==> src/hw/rtl/scd_pkg.sv <==
// ============================================================================
// Serial command deframer package
// Shared types, codes and defaults for the deframer top level and its core.
// ============================================================================
package scd_pkg;

    // Frame buffer length; the byte counter saturates at one below it.
    localparam int unsigned BufLenDefault = 32;

    // Configuration port.
    localparam int unsigned AddrWidth     = 2;
    localparam int unsigned DataWidth     = 32;
    localparam logic [AddrWidth-1:0] ADDR_HEADER_BYTE = 2'd0;
    localparam logic [7:0]           HEADER_BYTE_RESET = 8'hAA;

    // Item kinds on the input channel.
    localparam logic KIND_RX_BYTE = 1'b0;
    localparam logic KIND_ACK     = 1'b1;

    // Frame status as reported on the result channel.
    typedef enum logic [1:0] {
        ST_IDLE    = 2'd0,
        ST_COLLECT = 2'd1,
        ST_READY   = 2'd2
    } status_t;

    // One result beat as produced by the core.
    typedef struct packed {
        status_t    frame_status;
        logic       byte_stored;
        logic [4:0] byte_position;
        logic       frame_good;
        logic       frame_bad;
        logic [4:0] frame_total;
    } result_t;

endpackage

==> src/hw/rtl/scd_core.sv <==
// ============================================================================
// Deframer core
// Frame state (status, byte count, length, running XOR) and the per-beat
// parsing logic. State advances only when the top level strobes proc_en.
// ============================================================================
module scd_core #(
    parameter int unsigned BUF_LEN = scd_pkg::BufLenDefault
) (
    input  logic            aclk,
    input  logic            aresetn,
    input  logic            proc_en,
    input  logic            kind,
    input  logic [7:0]      rx_byte,
    input  logic [7:0]      header_byte,
    output scd_pkg::result_t res
);
    import scd_pkg::*;

    localparam int unsigned CW = $clog2(BUF_LEN);
    localparam logic [CW-1:0] CNT_MAX = CW'(BUF_LEN - 1);
    localparam logic [CW-1:0] CNT_LEN = CW'(2);

    status_t       status_reg, status_next;
    logic [CW-1:0] count_reg, count_next;
    logic [7:0]    len_reg, len_next;
    logic [7:0]    xor_reg, xor_next;

    // Header restart view of the state.
    logic          is_header;
    status_t       status0;
    logic [CW-1:0] cnt0;
    logic [CW-1:0] cnt1;
    logic [7:0]    len0;
    logic [7:0]    len1;
    logic [7:0]    xor0;
    logic          done;
    logic [CW+4:0] cnt0_ext;
    logic [CW+4:0] cnt1_ext;

    assign is_header = (rx_byte == header_byte);
    assign status0   = is_header ? ST_COLLECT : status_reg;
    assign cnt0      = is_header ? '0 : count_reg;
    assign len0      = is_header ? 8'd0 : len_reg;
    assign xor0      = is_header ? 8'd0 : xor_reg;

    // Next position, saturating at the last buffer slot.
    assign cnt1 = (cnt0 == CNT_MAX) ? CNT_MAX : cnt0 + 1'b1;
    // The second stored byte carries the length.
    assign len1 = (cnt1 == CNT_LEN) ? rx_byte : len0;
    // Frame completes when count equals length plus header and length bytes.
    assign done = (len1 != 8'd0) && (({1'b0, len1} + 9'd2) == 9'(cnt1));

    assign cnt0_ext = {5'd0, cnt0};
    assign cnt1_ext = {5'd0, cnt1};

    // Parse one beat.
    always_comb begin
        status_next = status_reg;
        count_next  = count_reg;
        len_next    = len_reg;
        xor_next    = xor_reg;
        res         = '0;
        res.frame_status = status_reg;
        if (kind == KIND_ACK) begin
            if (status_reg == ST_READY) begin
                status_next = ST_IDLE;
            end
        end else begin
            status_next = status0;
            count_next  = cnt0;
            len_next    = len0;
            xor_next    = xor0;
            if (status0 == ST_COLLECT) begin
                res.byte_stored   = 1'b1;
                res.byte_position = cnt0_ext[4:0];
                count_next        = cnt1;
                len_next          = len1;
                if (done) begin
                    len_next        = 8'd0;
                    res.frame_total = cnt1_ext[4:0];
                    if (xor0 == rx_byte) begin
                        res.frame_good = 1'b1;
                        status_next    = ST_READY;
                    end else begin
                        res.frame_bad = 1'b1;
                    end
                end else if (cnt0 != '0) begin
                    xor_next = xor0 ^ rx_byte;
                end
            end
        end
        res.frame_status = status_next;
    end

    // Frame state registers.
    always_ff @(posedge aclk) begin
        if (!aresetn) begin
            status_reg <= ST_IDLE;
            count_reg  <= '0;
            len_reg    <= 8'd0;
            xor_reg    <= 8'd0;
        end else if (proc_en) begin
            status_reg <= status_next;
            count_reg  <= count_next;
            len_reg    <= len_next;
            xor_reg    <= xor_next;
        end
    end

endmodule

==> src/hw/rtl/serial_command_deframer.sv <==
// ============================================================================
// Serial command deframer
// Parses header / length / payload / XOR-checksum frames from a byte stream.
// ============================================================================
// Usage: each input beat carries either a received byte (s_kind = 0) or an
// acknowledge of a ready frame (s_kind = 1). Every input beat produces exactly
// one result beat with the frame status after that beat, where the byte was
// stored, and whether it completed a frame with a good or bad checksum.
// A byte equal to the header register always restarts a frame.
// The header byte is set through the APB port at address 0 (reset 0xAA).
// Each beat passes through the input register, then through the parse logic
// into the result register. Throughput is one beat per cycle while the
// receiver does not stall, set by the per-beat frame state update in the core.
// When the receiver stalls, the result register holds its beat and the input
// register fills; s_ready drops only when both are occupied.
// Reset (aresetn low, synchronous) empties both registers, returns the frame
// state to idle and restores the header byte to 0xAA.
// ============================================================================
module serial_command_deframer #(
    parameter int unsigned BUF_LEN = scd_pkg::BufLenDefault
) (
    input  logic                            aclk,
    input  logic                            aresetn,
    // Input channel
    input  logic                            s_valid,
    output logic                            s_ready,
    input  logic                            s_kind,
    input  logic [7:0]                      s_rx_byte,
    // Result channel
    output logic                            m_valid,
    input  logic                            m_ready,
    output logic [1:0]                      m_frame_status,
    output logic                            m_byte_stored,
    output logic [4:0]                      m_byte_position,
    output logic                            m_frame_good,
    output logic                            m_frame_bad,
    output logic [4:0]                      m_frame_total,
    // Configuration port
    input  logic                            psel,
    input  logic                            penable,
    input  logic                            pwrite,
    input  logic [scd_pkg::AddrWidth-1:0]   paddr,
    input  logic [scd_pkg::DataWidth-1:0]   pwdata,
    output logic [scd_pkg::DataWidth-1:0]   prdata,
    output logic                            pready
);
    import scd_pkg::*;

    logic       header_reg;
    logic [7:0] header_byte_reg;
    logic       in_valid_reg;
    logic       in_kind_reg;
    logic [7:0] in_byte_reg;
    logic       out_valid_reg;
    result_t    out_reg;
    result_t    core_res;
    logic       advance;

    // Configuration register.
    assign pready = 1'b1;
    assign header_reg = psel && penable && pwrite && (paddr == ADDR_HEADER_BYTE);

    always_ff @(posedge aclk) begin
        if (!aresetn) begin
            header_byte_reg <= HEADER_BYTE_RESET;
        end else if (header_reg) begin
            header_byte_reg <= pwdata[7:0];
        end
    end

    always_comb begin
        prdata = '0;
        if (paddr == ADDR_HEADER_BYTE) begin
            prdata = {{(DataWidth-8){1'b0}}, header_byte_reg};
        end
    end

    // Pipeline control: the parse stage moves when the result slot is free.
    assign advance = in_valid_reg && (!out_valid_reg || m_ready);
    assign s_ready = !in_valid_reg || advance;

    // Input register.
    always_ff @(posedge aclk) begin
        if (!aresetn) begin
            in_valid_reg <= 1'b0;
        end else if (s_ready) begin
            in_valid_reg <= s_valid;
        end
    end

    always_ff @(posedge aclk) begin
        if (s_valid && s_ready) begin
            in_kind_reg <= s_kind;
            in_byte_reg <= s_rx_byte;
        end
    end

    // Parsing core with the frame state.
    scd_core #(
        .BUF_LEN (BUF_LEN)
    ) u_core (
        .aclk        (aclk),
        .aresetn     (aresetn),
        .proc_en     (advance),
        .kind        (in_kind_reg),
        .rx_byte     (in_byte_reg),
        .header_byte (header_byte_reg),
        .res         (core_res)
    );

    // Result register.
    always_ff @(posedge aclk) begin
        if (!aresetn) begin
            out_valid_reg <= 1'b0;
        end else if (advance) begin
            out_valid_reg <= 1'b1;
        end else if (m_ready) begin
            out_valid_reg <= 1'b0;
        end
    end

    always_ff @(posedge aclk) begin
        if (advance) begin
            out_reg <= core_res;
        end
    end

    assign m_valid         = out_valid_reg;
    assign m_frame_status  = out_reg.frame_status;
    assign m_byte_stored   = out_reg.byte_stored;
    assign m_byte_position = out_reg.byte_position;
    assign m_frame_good    = out_reg.frame_good;
    assign m_frame_bad     = out_reg.frame_bad;
    assign m_frame_total   = out_reg.frame_total;

endmodule

==> config.mk <==
export PLATFORM = sky130hd
export DESIGN_NAME = serial_command_deframer
export DESIGN_NICKNAME = d
export VERILOG_FILES = /design/src/hw/rtl/scd_pkg.sv /design/src/hw/rtl/scd_core.sv /design/src/hw/rtl/serial_command_deframer.sv
export SDC_FILE = /design/constraint.sdc
export NUM_CORES = 1
export LEC_CHECK = 0
export BUFFER_PORTS_ARGS = -buffer_cell sky130_fd_sc_hd__buf_2
export CAP_MARGIN = 5
export CORE_AREA = 10 10 98 91
export CTS_CLUSTER_DIAMETER = 100
export DETAILED_ROUTE_END_ITERATION = 8
export DIE_AREA = 0 0 108 101
export PLACE_DENSITY = 0.8
export SYNTH_ARGS = -nofsm -noshare
export SYNTH_HDL_FRONTEND = slang
export SYNTH_HIERARCHICAL = 1
export SYNTH_SLANG_ARGS = --single-unit
==> constraint.sdc <==
create_clock -name aclk -period 3.97 [get_ports aclk]
set_clock_uncertainty 0.1 [all_clocks]
set_input_delay 0.1985 -clock aclk [delete_from_list [all_inputs] [get_ports aclk]]
set_output_delay 0.1985 -clock aclk [all_outputs]
set_load 0.02 [all_outputs]
; Yosys cells after proc, flatten, opt, wreduce, memory -nomap -nowiden
; Cells that the tools add are included.
[op_classes]
n_addsub = 2
n_eq_ne = 7
n_mux = 24
bitwise_logic = 4
reduce_logical = 17
[op_table]
columns = op, count
row1 = 8-bit 2-to-1 mux, 9
row2 = 8-bit == test, 2
row3 = 5-bit 2-to-1 mux, 3
row4 = 13-bit 2-to-1 mux, 1
row5 = 2-bit 2-to-1 mux, 6
row6 = 8-bit by 2-bit adder with 9-bit output (second input constant), 1
row7 = 9-bit by 5-bit == test with 1-bit output, 1
row8 = 8-bit nonzero test, 1
row9 = 8-bit bitwise XOR, 1
row10 = 7-bit 2-to-1 mux, 1
row11 = 1-bit logical AND, 6
row12 = 5-bit by 1-bit adder with 5-bit output (second input constant), 1
row13 = 5-bit by 2-bit == test with 1-bit output (second input constant), 1
row14 = 5-bit == test (second input constant), 1
row15 = 5-bit nonzero test, 1
row16 = 1-bit 2-to-1 mux, 4
row17 = 1-bit inverter, 3
row18 = 3-bit OR reduction, 1
row19 = 2-bit by 1-bit == test with 1-bit output (second input constant), 1
row20 = 2-bit == test (second input constant), 1
row21 = 1-bit zero test, 2
row22 = 2-bit zero test, 1
row23 = 1-bit logical OR, 2
row24 = 2-bit AND reduction, 1
row25 = other kinds (2), 2
[word_totals]
reg_bits = 57
input_bits = 50
output_inout_bits = 50

; Logic depth before layout (Yosys ltp)
; Gate-level depths: netlist (run 1).
[logic_depth]
depth_word = 12
depth_mapped = 16
ltp_nobuf = 12

; Cells and area by module
; Netlist (run 1), hierarchy kept.
[modules_own_cells]
columns = mod, instances, cells_each, area_each_um2, seq_area_each_um2
row1 = scd_core, 1, 277, 2202.1, 460.4
row2 = serial_command_deframer, 1, 105, 1378.8, 920.9

; Worst setup path before layout (run 1)
; No wires, ideal clock.
[synth_path]
kind = flip-flop to flip-flop
from = register in_byte_reg[3]
to = register out_reg, in the netlist m_frame_status[0] (data pin)
setup_ns = 0.256
t_arrival_ns = 3.035
path_slack_ns = 0.579
path_stages_with_launch = 16
n_path_buf = 3
period_less_slack_ns = 3.391
cell_sequence = edfxtp_1 > buf_6 > xor2_1 > nor4_2 > and2_0 > buf_2 > buf_2 > a21oi_1 > ha_1 > inv_1 > a311oi_1 > a21boi_1 > o211ai_4 > nand2_4 > nand3_4 > o22a_1
[synth_lines]
columns = element, line_no
row1 = start: declaration, serial_command_deframer.sv:53  ; logic [7:0] in_byte_reg;
row2 = start signal: assignment, serial_command_deframer.sv:94  ; in_byte_reg <= s_rx_byte;
row3 = end signal: assignment, serial_command_deframer.sv:124  ; out_reg <= core_res;
row4 = end: declaration, serial_command_deframer.sv:55  ; result_t out_reg;

==> impl_results.rst, run 1 <==
.. list-table::
   :header-rows: 1

   * - Metric
     - Value
   * - Peak supply drop
     - 0.2929 mV
   * - Die Outline Area
     - 10910 sq um
   * - Hold violation count in the final report
     - 0
   * - Share of layout cells above drive strength 1
     - 0.2337
   * - Result of the run
     - complete, no violations
   * - Yosys top cell by area
     - edfxtp_1
   * - Commonest cells after routing, fill and taps aside
     - buf_2 (50), nand2_1 (38), dfxtp_1 (33), a21oi_1 (25), conb_1 (25)
   * - Final routed wire length divided by cell count
     - 16.62 microns
   * - Post CTS Setup Buffer Count
     - 0
   * - Die width
     - 108 microns
   * - Final weighted congestion of routability-driven global placement
     - 0.9310
   * - Data arrival, critical path
     - 3.58 ns
   * - Number of pins with negative max-slew slack in the final report
     - 0
   * - Share of flip-flops with an asynchronous set or reset
     - 0
   * - Nets
     - 492
   * - Wire length of the first global-routing pass
     - 14660 microns
   * - Logic pwr share
     - 0.085
   * - Total of max-cap violations
     - 0
   * - Relative contribution of the clock network to total power
     - 0.487
   * - Number of H-tree levels
     - 3
   * - Die Ht
     - 101 microns
   * - Detailed placer's ending HPWL
     - 6254 microns
   * - Average footprint of a synthesized cell
     - 9.374 sq um
   * - Count of port buffers added during placement
     - 50
   * - Path category of the worst min-delay check
     - in -> reg
   * - Start-to-end type of the worst setup path
     - reg -> reg
   * - Antenna violations before repair
     - 0
   * - Number of synthesized flops with an enable pin
     - 24
   * - Post-synthesis sequential area ratio
     - 0.3857
   * - Power per cell area
     - 355.4 nW/um^2
   * - Cells traversed along the worst timing path
     - nor3_1, and3b_1, mux2i_1, nor2_1, ha_1, inv_1, a311oi_1, a21boi_1, o211ai_4, nand2_4, nand3_4, o22a_1
   * - Portion of total power attributed to sequential cells
     - 0.428
   * - Slowest cell on the critical path
     - and3b_1
   * - Number of vias per cell after detailed routing
     - 5.719
   * - Max transition margin
     - 0.2804
   * - Number of routed nets with antenna violations
     - 0
   * - Total number of yosys warnings
     - 6
   * - Min Hold Slack
     - 0.004507 ns
   * - GR Util All Layers
     - 0.1642
   * - Top Ports
     - 100
   * - Largest incremental delay on the critical path
     - 0.45 ns
   * - Number of global-route vias before repair
     - 3082
   * - Endpoint class of the critical path
     - flip-flop
   * - Max Freq
     - 0.2785 GHz
   * - Clk Latency, worst-skew pair
     - 0.34 ns
   * - Final Setup Violations
     - 0
   * - Synth area leaders
     - edfxtp_1 (20%), dfxtp_1 (18%), buf_4 (5.2%)
   * - Post-layout power
     - 1.483 mW
   * - Number of DRC violations after detailed routing
     - 0
   * - Mapped Area
     - 3581 sq um
   * - Diode count
     - 0
   * - Ys flop type
     - dfxtp_1
   * - Internal cell power
     - 1.146 mW
   * - Clock period minus final worst setup slack
     - 3.591 ns
   * - Post-synth cell types
     - 71
   * - Clock Tree Buf Depth
     - 2
   * - # rows
     - 29
   * - Vias post-DR
     - 3077
   * - Switching share of total power
     - 0.2273
   * - Maximum number of pins on one net before global-route repair
     - 36
   * - Wire length reported by the detailed router
     - 8939 microns
   * - TritonCTS clock tree
     - yes
   * - Root buffer cell
     - clkbuf_8
   * - Synth Instances
     - 382
   * - Final period util
     - 0.9045
   * - Area of the placeable core
     - 6930 sq um
   * - Number of DRC markers after the initial detailed-route iteration
     - 287
   * - Number of sinks handled by clock tree synthesis
     - 57
   * - CTS Buf Count
     - 9
   * - Required time of the worst setup path
     - 3.96 ns
   * - Total Negative Setup Slacks
     - 0 ns
   * - Fillers
     - 601
   * - Share of the synthesized area in the top cell type
     - 0.2013
   * - Number of search-and-repair iterations in the first detailed-routing pass
     - 5
   * - Most common library cell in the layout ignoring fill and taps
     - buf_2
   * - Starting density of the core
     - 0.5167
   * - Area Overhead vs Synth
     - 16.53%
   * - Aggregate global routing overflow
     - 0
   * - Unrepaired setup endpoints after global routing
     - false
   * - Net switching power
     - 0.3370 mW
   * - Clock transition time at the flip-flop clock pins of the worst setup and hold paths
     - 0.07 ns
   * - Flops & latches, synth
     - 57
   * - Leakage
     - 1.671 nW
   * - Critical path launch point type
     - flip-flop
   * - Slew at the pin closest to its max-slew limit
     - 1.072 ns
   * - Largest driver fanout on the critical path
     - 8
layer usage:
metal / vias to the layer above / GRT usage / share of wire
li1: 1459 / - / -
met1: 1454 / 0.1864 / 0.41
met2: 149 / 0.2741 / 0.49
met3: 15 / 0.05691 / 0.086
met4: 0 / 0.06879 / 0.012
met5: - / 0 / 0
Yosys cell counts (2+ instances only):
cell	instances
nand2_1	38
and2_1	7
nand3_1	20
a22o_1	4
edfxtp_1	24
xor2_1	12
nand4_1	4
mux2i_1	14
buf_6	2
ha_1	2
o22a_1	2
and3_1	11
o22ai_1	3
nor4_2	2
nor2_1	14
mux2_2	4
nor2b_1	6
o21ai_0	7
a211oi_1	8
o21a_1	2
a311oi_1	6
inv_1	9
buf_2	12
nor4_1	2
clkbuf_1	8
o211ai_1	5
buf_4	25
nand2b_1	2
xnor2_1	9
nor3_1	12
nand2_4	3
o2111ai_1	2
dfxtp_1	33
a31oi_1	3
conb_1	2
a21o_2	2
or3_1	2
o211a_1	2
a21oi_1	25
repair_timing:
action / in CTS / in global routing
hold endpoints to repair: 10 / 0
hold buffers: 10 / 0
gates resized for setup: 0 / 0
worst max-delay path, delay by kind of cell (launching register included):
| kind | cells | cell delay [ns] |
|---|---|---|
| adder cells (fa/ha/maj) | 1 | 0.36 |
| flip-flops | 1 | 0.38 |
| buffers and inverters | 1 | 0.06 |
| AO/OA/AOI/OAI | 4 | 0.93 |
| multiplexers | 1 | 0.31 |
| AND/OR/NAND/NOR | 5 | 1.20 |
stage by stage:
step / utilization / worst slack, ns / cells / cell area [sq um]
floorplan: - / 0.5787 / 405 / 3667
global route: 0.6021 / 0.1901 / 538 / 4173
finish: 0.6021 / 0.3792 / 538 / 4173
CTS: 0.6021 / 0.4248 / 538 / 4173
detailed placement: 0.5492 / 0.4525 / 512 / 3806
global placement: 0.5492 / 0.4981 / 512 / 3806
power by group through the flow:
stage | Clock (mW) | Sequential, mW | Combinational, mW
detailed placement | 0 | 0.648 | 0.115
finish | 0.722 | 0.635 | 0.126
floorplan | 0 | 0.650 | 0.0930
CTS | 0.736 | 0.635 | 0.123
global placement | 0 | 0.647 | 0.112
global route | 0.759 | 0.636 | 0.135
logic make-up after synthesis:
kind of cell             Yosys count  share of synthesized area
AO/OA/AOI/OAI                     87                     0.1859
XOR/XNOR                          22                    0.05800
adder cells (fa/ha/maj)            2                   0.006987
buffers and inverters             60                     0.1038
flip-flops                        57                     0.3857
multiplexers                      18                    0.05171
other                              2                   0.002097
AND/OR/NAND/NOR                  134                     0.2058
final cells by class:
type                    count  area [sq um]  area share
multi-input cells         288          1914      0.4588
clock buffers               9         123.9     0.02969
clock inverters             7         142.6     0.03418
repair buffers             73         447.9      0.1073
well taps                  93         116.4     0.02789
flip-flops and latches     57          1381      0.3310
inverters                  11         46.29     0.01109
path summary, 6_finish.rpt:
path / end / slack [ns] / from / cells past startpoint
max reg2reg: m_frame_status[0] / 0.38 / u_core/count_reg[4] / 12
min reg2reg: u_core/len_reg[6] / 0.39 / u_core/len_reg[6] / 2
max: m_frame_status[0] / 0.38 / u_core/count_reg[4] / 12
min: header_byte_reg[5] / 0.005 / pwdata[5] / 3
Power figures use the tool's default switching activity.
==> run 2: changes to the inputs <==
==> constraint.sdc (replaced) <==
create_clock -name aclk -period 3.97 [get_ports aclk]
set_clock_uncertainty 0.1 [all_clocks]
set_input_delay 0.794 -clock aclk [delete_from_list [all_inputs] [get_ports aclk]]
set_output_delay 0.794 -clock aclk [all_outputs]
set_load 0.02 [all_outputs]
==> run 2 against run 1 <==
Compared with the run above: flip-flop and latch count unchanged; count of clock-buffer cells in the layout up 1; setup slack got worse by 0.067 ns; first-iteration DRC count is 36% higher; non-clock buffer count down 8; routed wire length shrank 2.0%; largest power group is now registers; die area unchanged.
==> impl_results.rst, run 2 (same netlist as run 1, synthesis figures left out) <==
.. list-table::
   :header-rows: 1

   * - Metric
     - Value
   * - Power per cell area
     - 337.3 nW/um^2 (-5.1%)
   * - GR Util All Layers
     - 0.1608 (-0.003428)
   * - Max Used Layer
     - met4
   * - Maximum number of pins on one net before global-route repair
     - 35 (-2.8%)
   * - TritonCTS clock tree
     - yes
   * - Antenna violations before repair
     - 0 (unchanged)
   * - Post-cts repair resize count
     - 0 (unchanged)
   * - Number of H-tree levels
     - 3 (unchanged)
   * - Fillers
     - 624 (+3.8%)
   * - Required time of the worst setup path
     - 3.96 ns (about the same)
   * - Top Ports
     - 100 (unchanged)
   * - Worst r2r src
     - u_core/count_reg[4]
   * - Post CTS Setup Buffer Count
     - 0 (unchanged)
   * - Number of global-route vias before repair
     - 3038 (-1.4%)
   * - Final Setup Violations
     - 0 (unchanged)
   * - Peak supply drop
     - 0.2304 mV (-21%)
   * - Area of placed instances
     - 3821 sq um (+0.39%)
   * - Number of sinks handled by clock tree synthesis
     - 57 (unchanged)
   * - Starting density of the core
     - 0.5167 (unchanged)
   * - Number of routed nets with antenna violations
     - 0 (unchanged)
   * - Count of port buffers added during placement
     - 50 (unchanged)
   * - Unrepaired setup endpoints after global routing
     - false
   * - Nets
     - 484 (-1.6%)
   * - Endpoint class of the critical path
     - flip-flop
   * - Hold wc startpoint
     - header_byte_reg[6]
   * - CTS Buf Count
     - 9 (unchanged)
   * - Clock Tree Buf Depth
     - 2 (unchanged)
   * - Clock transition time at the flip-flop clock pins of the worst setup and hold paths
     - 0.07 ns (about the same)
   * - Final instance area
     - 4050 sq um (-2.9%)
   * - Number of DRC violations after detailed routing
     - 0 (unchanged)
   * - Total Negative Setup Slacks
     - 0 ns (unchanged)
   * - Commonest cells after routing, fill and taps aside
     - buf_2 (50), nand2_1 (38), dfxtp_1 (33), a21oi_1 (25), conb_1 (25)
   * - Final weighted congestion of routability-driven global placement
     - 0.9220 (-0.97%)
   * - Die Ht
     - 101 microns (unchanged)
   * - Result of the run
     - complete, no violations
   * - Aggregate global routing overflow
     - 0 (unchanged)
   * - Share of layout cells above drive strength 1
     - 0.2426 (+0.008855)
   * - Most common library cell in the layout ignoring fill and taps
     - buf_2
   * - Wire length of the first global-routing pass
     - 14210 microns (-3.1%)
   * - Critical path launch point type
     - flip-flop
   * - Slew at the pin closest to its max-slew limit
     - 1.202 ns (+0.1296 ns)
   * - Clock period minus final worst setup slack
     - 3.658 ns (+0.06708 ns)
   * - Data arrival, critical path
     - 3.65 ns (+0.07 ns)
   * - Final design utilization
     - 0.5844 (-0.01769)
   * - Max Freq
     - 0.2734 GHz (-1.8%)
   * - Clk Latency, worst-skew pair
     - 0.35 ns (about the same)
   * - Wire length reported by the detailed router
     - 8762 microns (-2.0%)
   * - Total of max-cap violations
     - 0 (unchanged)
   * - Worst setup slack for register-to-register paths
     - 0.31 ns (-0.07 ns)
   * - Die Outline Area
     - 10910 sq um (unchanged)
   * - Largest driver fanout on the critical path
     - 8 (unchanged)
   * - Area Overhead vs Synth
     - 13.10%
   * - Slack of the critical path
     - 0.3121 ns (-0.06708 ns)
   * - Number of vias per cell after detailed routing
     - 5.738 (+0.32%)
   * - Number of pins with negative max-slew slack in the final report
     - 0 (unchanged)
   * - Number of DRC markers after the initial detailed-route iteration
     - 389 (+36%)
   * - Met3 wire len
     - 983 microns (+28%)
   * - Post-CTS Hold Fix Bufs
     - 0 (-10)
   * - Area of the placeable core
     - 6930 sq um (unchanged)
   * - Path category of the worst min-delay check
     - reg -> reg
   * - # rows
     - 29 (unchanged)
   * - Endpoint of the worst-slack reg-to-reg timing path
     - m_frame_status[0]
   * - Pre-CTS worst setup slack
     - 0.4189 ns (-0.03360 ns)
   * - Vias post-DR
     - 3041 (-1.2%)
   * - Depth of the worst register-to-register path
     - 12 (unchanged)
   * - Leakage
     - 1.623 nW (-2.9%)
   * - Hold violation count in the final report
     - 0 (unchanged)
   * - WL met1
     - 3595 microns (-2.7%)
   * - Start-to-end type of the worst setup path
     - reg -> reg
   * - Number of search-and-repair iterations in the first detailed-routing pass
     - 5 (unchanged)
   * - Max transition margin
     - 0.1934 (-0.08700)
   * - Met2 layer wire length in the routed design
     - 4062 microns (-7.0%)
   * - Die width
     - 108 microns (unchanged)
   * - Root buffer cell
     - clkbuf_8
   * - Detailed placer's ending HPWL
     - 6370 microns (+1.8%)
   * - Final period util
     - 0.9214 (+0.01690)
   * - Diode count
     - 0 (unchanged)
   * - Final routed wire length divided by cell count
     - 16.53 microns (-0.50%)
   * - WHS Path Cells
     - 2 (-1)
   * - Worst Hold Endpoint
     - header_byte_reg[6]
-- run 2: cell types whose count changed in the layout (fill, tap and decap cells not counted), sizes merged --
| cell | delta |
|---|---|
| dlygate4sd3 | -10 |
| clkbuf | +1 |
| clkinv | +1 |
| buf | +2 |
| bufinv | -2 |
-- run 2: critical path, cell delays in order, from the launching register on --
cell	delay [ns]
dfxtp_1	0.38
nor3_1	0.33
and3b_1	0.45
mux2i_1	0.31
nor2_1	0.07
ha_1	0.37
inv_1	0.06
a311oi_1	0.30
a21boi_1	0.33
o211ai_4	0.19
nand2_4	0.20
nand3_4	0.12
o22a_1	0.19
-- run 2: cell type report --
class | instances | area (sq um) | share of cell area
clock buffers | 10 | 137.6 | 0.03398
clock inverters | 6 | 91.34 | 0.02255
inverters | 11 | 46.29 | 0.01143
multi-input cells | 288 | 1914 | 0.4727
flip-flops and latches | 57 | 1381 | 0.3411
well taps | 93 | 116.4 | 0.02873
repair buffers | 65 | 362.8 | 0.08959
-- run 2: how the worst max path moves through the flow --
stage	from	to	slack [ns]	cells after the start
5_1_grt	u_core/count_reg[4]	m_frame_status[0]	0.05	12
6_report	u_core/count_reg[4]	m_frame_status[0]	0.31	12
3_3_place_gp	in_byte_reg[6]	m_frame_status[0]	0.48	12
3_5_place_dp	u_core/count_reg[4]	m_frame_status[0]	0.42	12
2_1_floorplan	in_byte_reg[3]	m_frame_status[0]	0.58	15
4_1_cts	u_core/count_reg[4]	m_frame_status[0]	0.37	12
-- run 2: metrics by stage --
step                instances  hold WS [ns]  power [mW]
floorplan                 405        0.3490      0.7430
global placement          514        0.3676      0.7602
detailed placement        514        0.3785      0.7635
CTS                       530        0.3872       1.376
global route              530        0.4053       1.416
finish                    530        0.3880       1.366
-- run 2: per-layer routing --
layer,vias to the layer above,GRT usage
li1,1441,-
met5,-,0
met2,161,0.2579
met4,0,0.07598
met1,1423,0.1884
met3,16,0.05499
-- run 2: report_power, final --
group	internal, mW	total [mW]	switching, mW	leakage (nW)
registers	0.624	0.635	0.0110	0.500
clock network	0.371	0.614	0.244	0.105
logic	0.0366	0.117	0.0805	1.02
==> run 3: changes to the inputs <==
--- a/config.mk
+++ b/config.mk
@@ -9,9 +9,11 @@
 export CAP_MARGIN = 5
 export CORE_AREA = 10 10 98 91
 export CTS_CLUSTER_DIAMETER = 100
+export CTS_CLUSTER_SIZE = 14
 export DETAILED_ROUTE_END_ITERATION = 8
 export DIE_AREA = 0 0 108 101
 export PLACE_DENSITY = 0.8
+export REMOVE_ABC_BUFFERS = 1
 export SYNTH_ARGS = -nofsm -noshare
 export SYNTH_HDL_FRONTEND = slang
 export SYNTH_HIERARCHICAL = 1
==> run 3 against run 2 <==
Compared with the run above: register-to-register slack improved by 0.12 ns; die area unchanged; final cell count down 0.19%; combinational power about the same; sequential share of layout area about the same.
==> impl_results.rst, run 3 (same netlist as run 1, synthesis figures left out) <==
.. list-table::
   :header-rows: 1

   * - Metric
     - Value
   * - Result of the run
     - complete, no violations
   * - Number of vias per cell after detailed routing
     - 5.766 (+0.49%)
   * - Share of layout cells above drive strength 1
     - 0.2362 (-0.006324)
   * - Start-to-end type of the worst setup path
     - reg -> reg
   * - # placed instances
     - 513 (-0.19%)
   * - Area Overhead vs Synth
     - 13.03% (about the same)
   * - Clock period minus final worst setup slack
     - 3.538 ns (-0.1194 ns)
   * - Post-layout power
     - 1.407 mW (+3.0%)
   * - Diode count
     - 0 (unchanged)
   * - Wire length of the first global-routing pass
     - 14100 microns (-0.78%)
   * - Number of H-tree levels
     - 3 (unchanged)
   * - Area of the placeable core
     - 6930 sq um (unchanged)
   * - Die Outline Area
     - 10910 sq um (unchanged)
   * - Unrepaired setup endpoints after global routing
     - false
   * - Starting density of the core
     - 0.5167 (unchanged)
   * - Slew at the pin closest to its max-slew limit
     - 1.149 ns (-0.05290 ns)
   * - Endpoint of the worst-slack reg-to-reg timing path
     - m_frame_status[0]
   * - GR Util All Layers
     - 0.1599 (-0.0008863)
   * - CTS Buf Count
     - 9 (unchanged)
   * - Max Freq
     - 0.2826 GHz (+3.4%)
   * - Final period util
     - 0.8913 (-0.03008)
   * - Worst r2r src
     - in_byte_reg[6]
   * - Count of port buffers added during placement
     - 50 (unchanged)
   * - Total Negative Setup Slacks
     - 0 ns (unchanged)
   * - Cells traversed along the worst timing path
     - xor2_1, nor4_2, and2_0, a21oi_1, ha_1, inv_1, a311oi_1, a21boi_1, o211ai_4, nand2_4, nand3_4, o22a_1
   * - Slowest cell on the critical path
     - edfxtp_1
   * - Hold violation count in the final report
     - 0 (unchanged)
   * - Number of search-and-repair iterations in the first detailed-routing pass
     - 5 (unchanged)
   * - # rows
     - 29 (unchanged)
   * - Detailed placer's ending HPWL
     - 6177 microns (-3.0%)
   * - Maximum number of pins on one net before global-route repair
     - 36 (+2.9%)
   * - Number of routed nets with antenna violations
     - 0 (unchanged)
   * - Endpoint class of the critical path
     - flip-flop
   * - Cell Count, Final, Fillers Out
     - 529 (-0.19%)
   * - Critical path launch point type
     - flip-flop
   * - Post-CTS Hold Fix Bufs
     - 0 (unchanged)
   * - Root buffer cell
     - clkbuf_8
   * - Post CTS Setup Buffer Count
     - 0 (unchanged)
   * - Wire length reported by the detailed router
     - 8816 microns (+0.62%)
   * - Top Ports
     - 100 (unchanged)
   * - Aggregate global routing overflow
     - 0 (unchanged)
   * - Depth of the worst register-to-register path
     - 12 (unchanged)
   * - Final routed wire length divided by cell count
     - 16.67 microns (+0.81%)
   * - Number of pins with negative max-slew slack in the final report
     - 0 (unchanged)
   * - Post-cts repair resize count
     - 0 (unchanged)
   * - Max transition margin
     - 0.2289 (+0.03550)
   * - Leakage
     - 1.627 nW (+0.23%)
   * - TritonCTS clock tree
     - yes
   * - Vias post-DR
     - 3050 (+0.30%)
   * - WHS Path Cells
     - 2 (unchanged)
   * - Worst setup slack for register-to-register paths
     - 0.43 ns (+0.12 ns)
   * - Storage element area
     - 1381 sq um (unchanged)
   * - Peak supply drop
     - 0.2652 mV (+15%)
   * - Antenna violations before repair
     - 0 (unchanged)
   * - Required time of the worst setup path
     - 3.97 ns (about the same)
   * - Most common library cell in the layout ignoring fill and taps
     - buf_2
   * - Area of placed instances
     - 3814 sq um (-0.20%)
   * - Multi-input gate area in the final layout
     - 1914 sq um (unchanged)
   * - Largest incremental delay on the critical path
     - 0.51 ns (+0.06 ns)
   * - Clk Latency, worst-skew pair
     - 0.35 ns (about the same)
   * - Commonest cells after routing, fill and taps aside
     - buf_2 (50), nand2_1 (38), dfxtp_1 (33), a21oi_1 (25), conb_1 (25)
   * - Clock Tree Buf Depth
     - 2 (unchanged)
   * - Final instance area
     - 4048 sq um (about the same)
   * - Fillers
     - 599 (-4.0%)
   * - Nets
     - 483 (-0.21%)
   * - Number of DRC violations after detailed routing
     - 0 (unchanged)
   * - Number of global-route vias before repair
     - 2892 (-4.8%)
   * - Clock transition time at the flip-flop clock pins of the worst setup and hold paths
     - 0.07 ns (about the same)
   * - Die Ht
     - 101 microns (unchanged)
   * - Worst Hold Endpoint
     - u_core/len_reg[6]
   * - Largest driver fanout on the critical path
     - 8 (unchanged)
   * - Number of sinks handled by clock tree synthesis
     - 57 (unchanged)
   * - Hold wc startpoint
     - u_core/len_reg[6]
   * - Total of max-cap violations
     - 0 (unchanged)
   * - Final weighted congestion of routability-driven global placement
     - 0.9140 (-0.87%)
   * - Final Setup Violations
     - 0 (unchanged)
   * - Die width
     - 108 microns (unchanged)
   * - Number of DRC markers after the initial detailed-route iteration
     - 331 (-15%)
   * - Power per cell area
     - 347.7 nW/um^2 (+3.1%)
   * - Data arrival, critical path
     - 3.54 ns (-0.11 ns)
   * - Path category of the worst min-delay check
     - reg -> reg
## run 3: cell types whose count changed in the layout (fill, tap and decap cells not counted), sizes merged
cell and change:
clkinv +1, buf -1, bufinv +1, clkinvlp -2
## run 3: through the flow
| step | utilization | setup slack (ns) | hold slack, ns |
|---|---|---|---|
| floorplan | - | 0.4439 | 0.3490 |
| global placement | 0.5503 | 0.5491 | 0.3606 |
| detailed placement | 0.5503 | 0.5338 | 0.3694 |
| CTS | 0.5840 | 0.5056 | 0.3785 |
| global route | 0.5840 | 0.2838 | 0.4161 |
| finish | 0.5840 | 0.4315 | 0.3829 |
## run 3: area by class of cell
cell class | instances | area share
multi-input cells | 288 | 0.4730
flip-flops and latches | 57 | 0.3413
repair buffers | 64 | 0.08779
clock buffers | 10 | 0.03153
well taps | 93 | 0.02875
clock inverters | 6 | 0.02628
inverters | 11 | 0.01144
## run 3: how the worst max path moves through the flow
| stage | endpoint | startpoint | slack (ns) |
|---|---|---|---|
| finish | m_frame_status[0] | in_byte_reg[6] | 0.43 |
| floorplan | m_frame_status[0] | in_byte_reg[3] | 0.44 |
| global placement | m_frame_status[0] | in_byte_reg[6] | 0.55 |
| detailed placement | m_frame_status[0] | in_byte_reg[6] | 0.53 |
| global route | u_core/len_reg[2] | in_byte_reg[6] | 0.28 |
| CTS | m_frame_status[0] | in_byte_reg[6] | 0.51 |
## run 3: metal layers
metal  GRT usage  part of all wire  vias to the layer above
met5           0                 0                        -
li1            -                 -                     1439
met3     0.04668             0.088                       17
met4     0.05749             0.013                        0
met1      0.1973              0.42                     1448
met2      0.2583              0.48                      146
## run 3: worst max-delay path, delay by kind of cell (launching register included)
family,cells,cell delay (ns)
DFF,1,0.51
xor gates and xnor gates,1,0.19
buffers and inverters,1,0.06
adders and majority gates,1,0.37
and+or+nand+nor,4,1.01
AOI/OAI and AO/OA,5,1.05
## run 3: report_power, final
group,switching [mW],leakage (nW),internal (mW)
sequential,0.0100,0.500,0.624
combinational,0.0825,1.01,0.0378
clock,0.240,0.114,0.414
total,0.332,1.63,1.08
